[src/hdl/szp_pkg.sv]
// ----------------------------------------------------------------------------
// szp_pkg: shared types and constants for the subpixel pattern unit
// Channel level tables, size limits and the record handed from the front
// end to the back end through the item queue.
// ----------------------------------------------------------------------------
`default_nettype none

package szp_pkg;

	localparam int MAX_WIDTH  = 1024;
	localparam int MAX_HEIGHT = 1024;

	localparam int CHAN_W  = 8;
	localparam int SIZE_W  = 11;
	localparam int CNT_W   = 10;
	localparam int COORD_W = 12;
	localparam int ADDR_W  = 24;
	localparam int IDX_W   = 2;

	localparam int QUEUE_DEPTH = 2;

	localparam logic [CHAN_W-1:0] LEVEL_ONE_MAX   = 8'd74;
	localparam logic [CHAN_W-1:0] LEVEL_TWO_MAX   = 8'd134;
	localparam logic [CHAN_W-1:0] LEVEL_THREE_MAX = 8'd179;
	localparam logic [CHAN_W-1:0] FULL_ON         = 8'd255;

	localparam logic [IDX_W-1:0] REG_WIDTH  = 2'd0;
	localparam logic [IDX_W-1:0] REG_HEIGHT = 2'd1;

	// Block row and column position codes inside one 3x3 block.
	localparam logic [1:0] POS_FIRST = 2'd0;
	localparam logic [1:0] POS_MID   = 2'd1;
	localparam logic [1:0] POS_LAST  = 2'd2;

	typedef logic [2:0] rows_t;

	typedef struct packed {
		rows_t                red_rows;
		rows_t                green_rows;
		rows_t                blue_rows;
		logic [COORD_W-1:0]   row_base;
		logic [COORD_W-1:0]   col_base;
		logic [ADDR_W-1:0]    addr_base;
		logic [COORD_W-1:0]   line_pitch;
		logic                 image_end;
	} item_t;

	// Bit r set means block row r is lit for this channel value.
	function automatic rows_t lit_rows(input logic [CHAN_W-1:0] v);
		rows_t r;
		if (v <= LEVEL_ONE_MAX) begin
			r = 3'b000;
		end else if (v <= LEVEL_TWO_MAX) begin
			r = 3'b010;
		end else if (v <= LEVEL_THREE_MAX) begin
			r = 3'b101;
		end else begin
			r = 3'b111;
		end
		return r;
	endfunction

endpackage

`default_nettype wire

[src/hdl/szp_front.sv]
// ----------------------------------------------------------------------------
// szp_front: pixel intake and classification
// Holds the size registers and the raster counters, sorts each channel into
// its lit rows and works out the base coordinates and address of the block.
// ----------------------------------------------------------------------------
`default_nettype none

module szp_front import szp_pkg::*; (
	input  wire logic                clk,
	input  wire logic                arst_n,
	input  wire logic                push,
	input  wire logic                q_full,
	input  wire logic [CHAN_W-1:0]   red_in,
	input  wire logic [CHAN_W-1:0]   green_in,
	input  wire logic [CHAN_W-1:0]   blue_in,
	input  wire logic                cfg_valid,
	input  wire logic [IDX_W-1:0]    cfg_index,
	input  wire logic [SIZE_W-1:0]   cfg_data,
	output      logic                q_push,
	output      item_t               q_item
);

	logic [SIZE_W-1:0]  width_q;
	logic [SIZE_W-1:0]  height_q;
	logic [CNT_W-1:0]   col_q;
	logic [CNT_W-1:0]   row_q;

	logic [SIZE_W-1:0]  w_eff;
	logic [SIZE_W-1:0]  h_eff;
	logic [COORD_W-1:0] pitch;
	logic [COORD_W-1:0] row_base;
	logic [COORD_W-1:0] col_base;
	logic               line_end;
	logic               last_row;

	always_comb begin
		if (width_q == '0) begin
			w_eff = SIZE_W'(1);
		end else if (width_q > SIZE_W'(MAX_WIDTH)) begin
			w_eff = SIZE_W'(MAX_WIDTH);
		end else begin
			w_eff = width_q;
		end
		if (height_q == '0) begin
			h_eff = SIZE_W'(1);
		end else if (height_q > SIZE_W'(MAX_HEIGHT)) begin
			h_eff = SIZE_W'(MAX_HEIGHT);
		end else begin
			h_eff = height_q;
		end
	end

	// Times three as a shift and an add.
	assign pitch    = COORD_W'(w_eff) + COORD_W'({w_eff, 1'b0});
	assign row_base = COORD_W'(row_q) + COORD_W'({row_q, 1'b0});
	assign col_base = COORD_W'(col_q) + COORD_W'({col_q, 1'b0});

	// A counter at or past the last position counts as being on it.
	assign line_end = (SIZE_W'(col_q) + SIZE_W'(1)) >= w_eff;
	assign last_row = (SIZE_W'(row_q) + SIZE_W'(1)) >= h_eff;

	assign q_push = push && !q_full;

	always_comb begin
		q_item.red_rows   = lit_rows(red_in);
		q_item.green_rows = lit_rows(green_in);
		q_item.blue_rows  = lit_rows(blue_in);
		q_item.row_base   = row_base;
		q_item.col_base   = col_base;
		q_item.addr_base  = ADDR_W'(ADDR_W'(row_base) * ADDR_W'(pitch))
			+ ADDR_W'(col_base);
		q_item.line_pitch = pitch;
		q_item.image_end  = line_end && last_row;
	end

	always_ff @(posedge clk or negedge arst_n) begin
		if (!arst_n) begin
			width_q  <= SIZE_W'(MAX_WIDTH);
			height_q <= SIZE_W'(MAX_HEIGHT);
			col_q    <= '0;
			row_q    <= '0;
		end else begin
			if (cfg_valid) begin
				unique case (cfg_index)
					REG_WIDTH:  width_q  <= cfg_data;
					REG_HEIGHT: height_q <= cfg_data;
					default:    ;
				endcase
			end
			if (q_push) begin
				if (line_end) begin
					col_q <= '0;
					row_q <= last_row ? '0 : CNT_W'(SIZE_W'(row_q) + SIZE_W'(1));
				end else begin
					col_q <= CNT_W'(SIZE_W'(col_q) + SIZE_W'(1));
				end
			end
		end
	end

endmodule

`default_nettype wire

[src/hdl/szp_queue.sv]
// ----------------------------------------------------------------------------
// szp_queue: short item queue between front and back end
// A small register FIFO of classified pixel records; the head is visible
// without a pop so the back end can step through its nine subpixels.
// ----------------------------------------------------------------------------
`default_nettype none

module szp_queue import szp_pkg::*; (
	input  wire logic  clk,
	input  wire logic  arst_n,
	input  wire logic  wr_en,
	input  wire item_t wr_item,
	output      logic  q_full,
	input  wire logic  rd_en,
	output      logic  q_empty,
	output      item_t rd_item
);

	localparam int PTR_W = $clog2(QUEUE_DEPTH);
	localparam int CNT_QW = $clog2(QUEUE_DEPTH + 1);

	item_t              mem_q [QUEUE_DEPTH];
	logic [PTR_W-1:0]   wptr_q;
	logic [PTR_W-1:0]   rptr_q;
	logic [CNT_QW-1:0]  count_q;

	assign q_full  = count_q == CNT_QW'(QUEUE_DEPTH);
	assign q_empty = count_q == '0;
	assign rd_item = mem_q[rptr_q];

	always_ff @(posedge clk) begin
		if (wr_en) begin
			mem_q[wptr_q] <= wr_item;
		end
	end

	always_ff @(posedge clk or negedge arst_n) begin
		if (!arst_n) begin
			wptr_q  <= '0;
			rptr_q  <= '0;
			count_q <= '0;
		end else begin
			if (wr_en) begin
				wptr_q <= (wptr_q == PTR_W'(QUEUE_DEPTH - 1)) ? '0 : wptr_q + PTR_W'(1);
			end
			if (rd_en) begin
				rptr_q <= (rptr_q == PTR_W'(QUEUE_DEPTH - 1)) ? '0 : rptr_q + PTR_W'(1);
			end
			unique case ({wr_en, rd_en})
				2'b10:   count_q <= count_q + CNT_QW'(1);
				2'b01:   count_q <= count_q - CNT_QW'(1);
				default: count_q <= count_q;
			endcase
		end
	end

endmodule

`default_nettype wire

[src/hdl/szp_back.sv]
// ----------------------------------------------------------------------------
// szp_back: subpixel sequencer and result register
// Walks the 3x3 block of the queue head, row by row, and places one subpixel
// per cycle into the result register while it is empty or being popped.
// ----------------------------------------------------------------------------
`default_nettype none

module szp_back import szp_pkg::*; (
	input  wire logic                 clk,
	input  wire logic                 arst_n,
	input  wire logic                 q_empty,
	input  wire item_t                head,
	output      logic                 q_pop,
	input  wire logic                 pop,
	output      logic                 empty,
	output      logic [CHAN_W-1:0]    red_out,
	output      logic [CHAN_W-1:0]    green_out,
	output      logic [CHAN_W-1:0]    blue_out,
	output      logic [COORD_W-1:0]   out_row,
	output      logic [COORD_W-1:0]   out_col,
	output      logic [ADDR_W-1:0]    out_address,
	output      logic                 last_of_block,
	output      logic                 end_of_image
);

	logic [1:0]         x_q;
	logic [1:0]         y_q;
	logic               out_valid_q;
	logic [CHAN_W-1:0]  red_q;
	logic [CHAN_W-1:0]  green_q;
	logic [CHAN_W-1:0]  blue_q;
	logic [COORD_W-1:0] row_q;
	logic [COORD_W-1:0] col_q;
	logic [ADDR_W-1:0]  addr_q;
	logic               last_q;
	logic               eoi_q;

	logic               advance;
	logic               last_sub;
	logic [ADDR_W-1:0]  row_off;

	assign advance  = !q_empty && (!out_valid_q || pop);
	assign last_sub = (x_q == POS_LAST) && (y_q == POS_LAST);
	assign q_pop    = advance && last_sub;

	always_comb begin
		unique case (x_q)
			POS_FIRST: row_off = '0;
			POS_MID:   row_off = ADDR_W'(head.line_pitch);
			default:   row_off = ADDR_W'({head.line_pitch, 1'b0});
		endcase
	end

	always_ff @(posedge clk) begin
		if (advance) begin
			red_q   <= ((y_q == POS_FIRST) && head.red_rows[x_q])   ? FULL_ON : '0;
			green_q <= ((y_q == POS_MID)   && head.green_rows[x_q]) ? FULL_ON : '0;
			blue_q  <= ((y_q == POS_LAST)  && head.blue_rows[x_q])  ? FULL_ON : '0;
			row_q   <= head.row_base + COORD_W'(x_q);
			col_q   <= head.col_base + COORD_W'(y_q);
			addr_q  <= head.addr_base + row_off + ADDR_W'(y_q);
			last_q  <= last_sub;
			eoi_q   <= last_sub && head.image_end;
		end
	end

	always_ff @(posedge clk or negedge arst_n) begin
		if (!arst_n) begin
			x_q         <= POS_FIRST;
			y_q         <= POS_FIRST;
			out_valid_q <= 1'b0;
		end else begin
			if (advance) begin
				out_valid_q <= 1'b1;
				if (y_q == POS_LAST) begin
					y_q <= POS_FIRST;
					x_q <= (x_q == POS_LAST) ? POS_FIRST : x_q + 2'd1;
				end else begin
					y_q <= y_q + 2'd1;
				end
			end else if (pop) begin
				out_valid_q <= 1'b0;
			end
		end
	end

	assign empty         = !out_valid_q;
	assign red_out       = red_q;
	assign green_out     = green_q;
	assign blue_out      = blue_q;
	assign out_row       = row_q;
	assign out_col       = col_q;
	assign out_address   = addr_q;
	assign last_of_block = last_q;
	assign end_of_image  = eoi_q;

	// The queue entry leaves only with the ninth subpixel of its block.
	a_pop_on_last: assert property (@(posedge clk) disable iff (!arst_n)
		q_pop |-> (x_q == POS_LAST && y_q == POS_LAST))
		else $error("queue entry released before its last subpixel");

	a_eoi_last: assert property (@(posedge clk) disable iff (!arst_n)
		(out_valid_q && eoi_q) |-> last_q)
		else $error("end of image flagged off a block end");

	// Inside a block the next subpixel follows the taken one at once.
	a_no_gap: assert property (@(posedge clk) disable iff (!arst_n)
		(out_valid_q && !last_q && pop) |=> out_valid_q)
		else $error("gap inside a block");

	a_pos_range: assert property (@(posedge clk) disable iff (!arst_n)
		(x_q != 2'd3) && (y_q != 2'd3))
		else $error("block position out of range");

endmodule

`default_nettype wire

[src/hdl/subpixel_zoom3x_pattern_unit.sv]
// ----------------------------------------------------------------------------
// subpixel_zoom3x_pattern_unit: 3x subpixel pattern expander
//
//   channel  signals                          beat
//   input    push / full                      one RGB pixel
//   result   empty / pop                      one subpixel with coordinates
//   config   cfg_valid / cfg_ready            register index and value
//
// Each pixel beat yields nine result beats, one per cycle while pop is held,
// so the sustained pixel rate is set by the sequencer that walks the block.
// Pixels are classified on entry into a two-entry queue, so up to two pixels
// are taken while results are stalled.
// Reset leaves the size registers at 1024 by 1024 and the counters at zero.
// ----------------------------------------------------------------------------
`default_nettype none

module subpixel_zoom3x_pattern_unit import szp_pkg::*; (
	input  wire logic                 clk,
	input  wire logic                 arst_n,
	input  wire logic                 push,
	output      logic                 full,
	input  wire logic [CHAN_W-1:0]    red_in,
	input  wire logic [CHAN_W-1:0]    green_in,
	input  wire logic [CHAN_W-1:0]    blue_in,
	output      logic                 empty,
	input  wire logic                 pop,
	output      logic [CHAN_W-1:0]    red_out,
	output      logic [CHAN_W-1:0]    green_out,
	output      logic [CHAN_W-1:0]    blue_out,
	output      logic [COORD_W-1:0]   out_row,
	output      logic [COORD_W-1:0]   out_col,
	output      logic [ADDR_W-1:0]    out_address,
	output      logic                 last_of_block,
	output      logic                 end_of_image,
	input  wire logic                 cfg_valid,
	output      logic                 cfg_ready,
	input  wire logic [IDX_W-1:0]     cfg_index,
	input  wire logic [SIZE_W-1:0]    cfg_data
);

	logic  q_push;
	logic  q_pop;
	logic  q_full;
	logic  q_empty;
	item_t wr_item;
	item_t head;

	assign cfg_ready = 1'b1;
	assign full      = q_full;

	szp_front u_front (
		.clk       (clk),
		.arst_n    (arst_n),
		.push      (push),
		.q_full    (q_full),
		.red_in    (red_in),
		.green_in  (green_in),
		.blue_in   (blue_in),
		.cfg_valid (cfg_valid),
		.cfg_index (cfg_index),
		.cfg_data  (cfg_data),
		.q_push    (q_push),
		.q_item    (wr_item)
	);

	szp_queue u_queue (
		.clk     (clk),
		.arst_n  (arst_n),
		.wr_en   (q_push),
		.wr_item (wr_item),
		.q_full  (q_full),
		.rd_en   (q_pop),
		.q_empty (q_empty),
		.rd_item (head)
	);

	szp_back u_back (
		.clk           (clk),
		.arst_n        (arst_n),
		.q_empty       (q_empty),
		.head          (head),
		.q_pop         (q_pop),
		.pop           (pop),
		.empty         (empty),
		.red_out       (red_out),
		.green_out     (green_out),
		.blue_out      (blue_out),
		.out_row       (out_row),
		.out_col       (out_col),
		.out_address   (out_address),
		.last_of_block (last_of_block),
		.end_of_image  (end_of_image)
	);

endmodule

`default_nettype wire
[config.mk]
export PLATFORM = sky130hd
export DESIGN_NAME = subpixel_zoom3x_pattern_unit
export DESIGN_NICKNAME = d
export VERILOG_FILES = /design/src/hdl/szp_pkg.sv /design/src/hdl/szp_front.sv /design/src/hdl/szp_queue.sv /design/src/hdl/szp_back.sv /design/src/hdl/subpixel_zoom3x_pattern_unit.sv
export SDC_FILE = /design/constraint.sdc
export NUM_CORES = 1
export LEC_CHECK = 0
export ABC_AREA = 1
export BUFFER_PORTS_ARGS = -buffer_cell sky130_fd_sc_hd__buf_2
export CAP_MARGIN = 15
export CORE_MARGIN = 2
export CORE_UTILIZATION = 55
export DETAILED_ROUTE_END_ITERATION = 8
export PLACE_DENSITY = 0.84
export SKIP_CTS_REPAIR_TIMING = 1
export SLEW_MARGIN = 5
export SYNTH_ARGS = -nofsm -noshare
export SYNTH_HDL_FRONTEND = slang
export SYNTH_SLANG_ARGS = --single-unit
export TNS_END_PERCENT = 50
[constraint.sdc]
create_clock -name clk -period 10 [get_ports clk]
set_input_delay 2 -clock clk [delete_from_list [all_inputs] [get_ports clk]]
set_output_delay 2 -clock clk [all_outputs]
set_load 0.02 [all_outputs]
==> results of run 1 <==
[layer usage]
metal,up-vias,wire (microns),GRT usage
li1,6204,-,-
met1,6342,16390,0.3096
met2,573,20020,0.4402
met3,85,2974,0.03071
met4,0,911,0.06144
met5,-,0,0
[area by class of cell]
class                      count  area share
clock buffer                  35     0.03619
clock inverter                14    0.009626
inverter                     331     0.06398
multi-input combinational   1229      0.4776
sequential                   238      0.3537
tap                          402     0.02580
timing repair buffer         125     0.03311
[metrics by stage]
stage / utilization / setup WS, ns / hold slack (ns)
2_1_floorplan: - / 2.904 / 0.4702
3_3_place_gp: 0.5881 / 2.495 / 0.4955
3_5_place_dp: 0.5881 / 2.148 / 0.5070
4_1_cts: 0.6163 / 2.138 / 0.5210
5_1_grt: 0.6163 / 1.421 / 0.5556
6_report: 0.6163 / 2.071 / 0.5193
[worst paths after layout]
check / start / to / slack, ns / depth (start not counted)
worst max-delay path: u_front.width_q[3] / u_queue.mem_q[0][36] / 2.07 / 29
worst min-delay path: u_front.height_q[5] / u_front.height_q[5] / 0.52 / 2
worst max register to register: u_front.width_q[3] / u_queue.mem_q[0][36] / 2.07 / 29
worst min register to register: u_front.height_q[5] / u_front.height_q[5] / 0.52 / 2
max in group asynchronous: arst_n / u_queue.rptr_q / 7.90 / 2
min in group asynchronous: arst_n / u_front.row_q[4] / 1.56 / 2
[cell families after synthesis]
family,synth area share
multiplexers,0.01467
adder cells (fa/ha/maj),0.2401
buffers and inverters,0.08801
flip-flops,0.3886
AO/OA/AOI/OAI,0.07236
other,0.0002114
AND/OR/NAND/NOR,0.1496
XOR/XNOR,0.04647
[flip-flops by register name, summed over array words and instances (netlist names), 2 cells and up]
signal              count
u_back.x_q              2
u_back.out_address     24
u_front.width_q        11
u_back.y_q              2
u_queue.count_q         2
u_queue.mem_q         134
u_front.col_q          10
u_back.out_col         12
u_back.out_row         12
u_front.row_q          10
u_front.height_q       11
[synth_stat cells (7+ instances only)]
library cell,count
o22ai_1,14
a21boi_0,8
xnor2_1,24
a21oi_1,73
nor2_1,124
ha_1,150
nand2_1,329
mux2i_1,26
edfxtp_1,187
nand2_2,8
nand4_1,12
clkbuf_1,17
inv_1,323
buf_2,11
xor2_1,67
nor2_2,7
dfrtp_1,49
or2_2,19
nand3_1,74
fa_1,119
buf_4,22
a31oi_1,8
o21ai_0,92
nor3_1,16
[tightest hold or removal path, cell delays in order, from the launching register on]
cell	delay (ns)
dfrtp_1	0.36
nand2_1	0.05
o21ai_0	0.06
==> flow_summary.toml, run 1 <==
[global_routing]
grt_usage = 0.2433
grt_overflow = 0
antenna_found_initial = 0
grt_max_degree = 69
first_global_vias = 13392
grt_pass1_wl_microns = 65560

[logic_synthesis]
synthesis.area_sq_um = 17740
async_flop_share = 0.2143
ys_warn_count = 0
syn_nets = 2163
synth-seq-cells = 238
ys_seq_area_frac = 0.3886
avgSynthCellArea_sq_um = 9.580
synth_edf_count = 187
synth_ff_type = "edfxtp_1"
ys_types = 57
synth_top_area_frac = 0.3165
synthTopCellsByArea = "edfxtp_1 (32%), fa_1 (13%), ha_1 (11%)"
netlist_instances = 1852
yosys.area.top_type = "edfxtp_1"

[placed_design]
place_area_sq_um = 18600
port_buffers = 117
place_hpwl_microns = 29980
dp_cells = 2325
globalplace.congestion = 0.9419

[routing]
first_iter_violations = 1084
first_pass_iters = 5
via_per_inst = 5.562
antenna_left = 0
wl_per_cell_microns = 16.97
drc = 0
finalWirelength_microns = 40290
via_count = 13204

[final_layout]
final_cell_mix = "nand2_1 (329), inv_1 (323), edfxtp_1 (187)"
fill_cells = 2464
n_antenna_cell = 0
finalNetCount = 2263
final_cell_area_sq_um = 19500
final_common_cell = "nand2_1"
seq_area_sq_um = 6895
area_growth_pct = 9.894
post_layout_nonfiller_instances = 2374
drive_gt1_frac = 0.1121
multiInputGateArea_sq_um = 9313

[sta]
clock.fmax_mhz = 126.1
setup_viol = 0
fin_crit_ns = 7.929
finClkSkew_ns = 0.01965
tightest_slew_ns = 1.213
drv_slew = 0
relSlewSlack = 0.1885
rsz0062_at_grt = "false"
finalHoldViolCount = 0
setup_tns_ns = 0
min_period_over_period = 0.7929

[setup_path]
crit_family = "adder cells"
path_max_fanout = 14
worstSetupEndpointType = "flop"
crit_slowest_cell = "fa_1"
worstSetupPathType = "flop to flop"
critPathMaxStageDelay_ns = 0.57
arrival_ns = 8.22
crit_buf_inv = 6
required_ns = 10.29
start_kind = "flop"

[clock_network]
cts_buffer_depth = 3
cts_sinks = 238
clk_pin_slew_worst_paths_ns = 0.06
htreeDepth = 1
tritoncts = "done"
worst_skew_pair.late_latency_ns = 0.56
numCtsBuffers = 27
clockRootBuffer = "clkbuf_16"

[flow_run]
maxCapViolCount = 0

[die]
rows = 65
fp.dieW_microns = 183.6
core_area_sq_um = 31640
dieArea_sq_um = 33710
num_io_pins = 119
fp.dieH_microns = 183.6
initial_core_util = 0.5608

[min_path]
hold_class = "flop to flop"

[outcome]
status = "completed"
Power of run 1 is not shown: default switching activity piles up to over one toggle a cycle in this logic, so the estimate is an artifact.
==> inputs of run 2 (changes only) <==
Clock period 10 ns to 7.89 ns, I/O delays scaled along.
==> flow_summary.toml, run 2 (same netlist as run 1, synthesis figures left out) <==
[routing]
via_count = 13147
wl_per_cell_microns = 16.40
drc = 0
finalWirelength_microns = 39080
via_per_inst = 5.517
first_iter_violations = 1032
antenna_left = 0
first_pass_iters = 8

[final_layout]
final_common_cell = "nand2_1"
fill_cells = 2444
drive_gt1_frac = 0.1196
n_antenna_cell = 0
top_register = "u_queue.mem_q"
area_growth_pct = 10.63
final_cell_mix = "nand2_1 (329), inv_1 (322), edfxtp_1 (187)"
largest_reg_flops = 134
finalNetCount = 2272

[die]
core_area_sq_um = 31640
dieArea_sq_um = 33710
fp.dieH_microns = 183.6
initial_core_util = 0.5608
fp.dieW_microns = 183.6
num_io_pins = 119
rows = 65

[placed_design]
globalplace.congestion = 0.9196
place_hpwl_microns = 29510
port_buffers = 117

[flow_run]
maxCapViolCount = 0

[setup_path]
worstSetupEndpointType = "flop"
r2r_cells = 31
start_kind = "flop"
timing.rr.start = "u_front.width_q[3]"
critPathMaxStageDelay_ns = 0.55
path_max_fanout = 8
required_ns = 8.18
crit_slowest_cell = "fa_1"
reg2reg_to = "u_queue.mem_q[0][33]"
arrival_ns = 7.65
worstSetupPathType = "flop to flop"
rrSetupSlack_ns = 0.53

[clock_network]
numCtsBuffers = 26
htreeDepth = 1
cts_sinks = 238
cts_buffer_depth = 3
tritoncts = "done"
clk_pin_slew_worst_paths_ns = 0.06
worst_skew_pair.late_latency_ns = 0.55
clockRootBuffer = "clkbuf_16"

[sta]
finClkSkew_ns = 0.01875
drv_slew = 0
min_period_over_period = 0.9324
clock.fmax_mhz = 135.9
setup_tns_ns = 0
relSlewSlack = 0.3705
finalHoldViolCount = 0
setup_viol = 0
tightest_slew_ns = 0.9443
fin_crit_ns = 7.356

[outcome]
status = "completed"

[min_path]
hold_class = "flop to flop"
worstHoldEndpoint = "u_front.height_q[10]"
min_path_cells = 2
min_from = "u_front.height_q[10]"

[global_routing]
first_global_vias = 13349
grt_overflow = 0
grt_max_degree = 69
antenna_found_initial = 0
grt_pass1_wl_microns = 63420
grt_usage = 0.2342
-- run 2: per-stage QoR --
stage          cell area [sq um]  std cells  hold slack (ns)  worst slack [ns]    util
2_1_floorplan              17740       1852           0.4702            0.7938       -
5_1_grt                    19630       2383           0.5462         -0.006702  0.6204
3_3_place_gp               18650       2331           0.4950            0.6839  0.5895
6_report                   19630       2383           0.5180            0.5337  0.6204
3_5_place_dp               18650       2331           0.5081            0.2945  0.5895
4_1_cts                    19590       2379           0.5189            0.2481  0.6193
-- run 2: layout make-up --
class                   instances  area (sq um)  area share
repair buffers                135         720.7     0.03672
flip-flops and latches        238          6895      0.3513
multi-input cells            1229          9316      0.4746
inverters                     331          1251     0.06374
well taps                     402         503.0     0.02562
clock inverters                20         284.0     0.01447
clock buffers                  28         658.1     0.03353
-- run 2: per-layer routing --
layer | share of wire | global-route usage | routed length [microns] | vias up
met2 | 0.48 | 0.4086 | 18840 | 556
met5 | 0 | 0 | 0 | -
met1 | 0.40 | 0.2921 | 15760 | 6255
met4 | 0.037 | 0.08800 | 1446 | 0
li1 | - | - | - | 6218
met3 | 0.078 | 0.04021 | 3033 | 118
-- run 2: worst max path at each step --
stage | from | end | cells past startpoint
CTS | u_front.width_q[3] | u_queue.mem_q[0][36] | 29
detailed placement | u_front.width_q[3] | u_queue.mem_q[1][36] | 29
finish | u_front.width_q[3] | u_queue.mem_q[0][33] | 31
global placement | u_front.width_q[3] | u_queue.mem_q[0][36] | 29
global route | u_front.width_q[3] | u_queue.mem_q[0][36] | 31
floorplan | u_front.width_q[3] | u_queue.mem_q[0][36] | 33
-- run 2: critical path: cells and delay by family (launching register included) --
family,cells,cell delay (ns)
buffers and inverters,6,0.59
DFF,1,0.46
and+or+nand+nor,11,1.21
AOI/OAI and AO/OA,6,1.25
adders and majority gates,8,3.55
Power of run 2 is left out for the same reason.
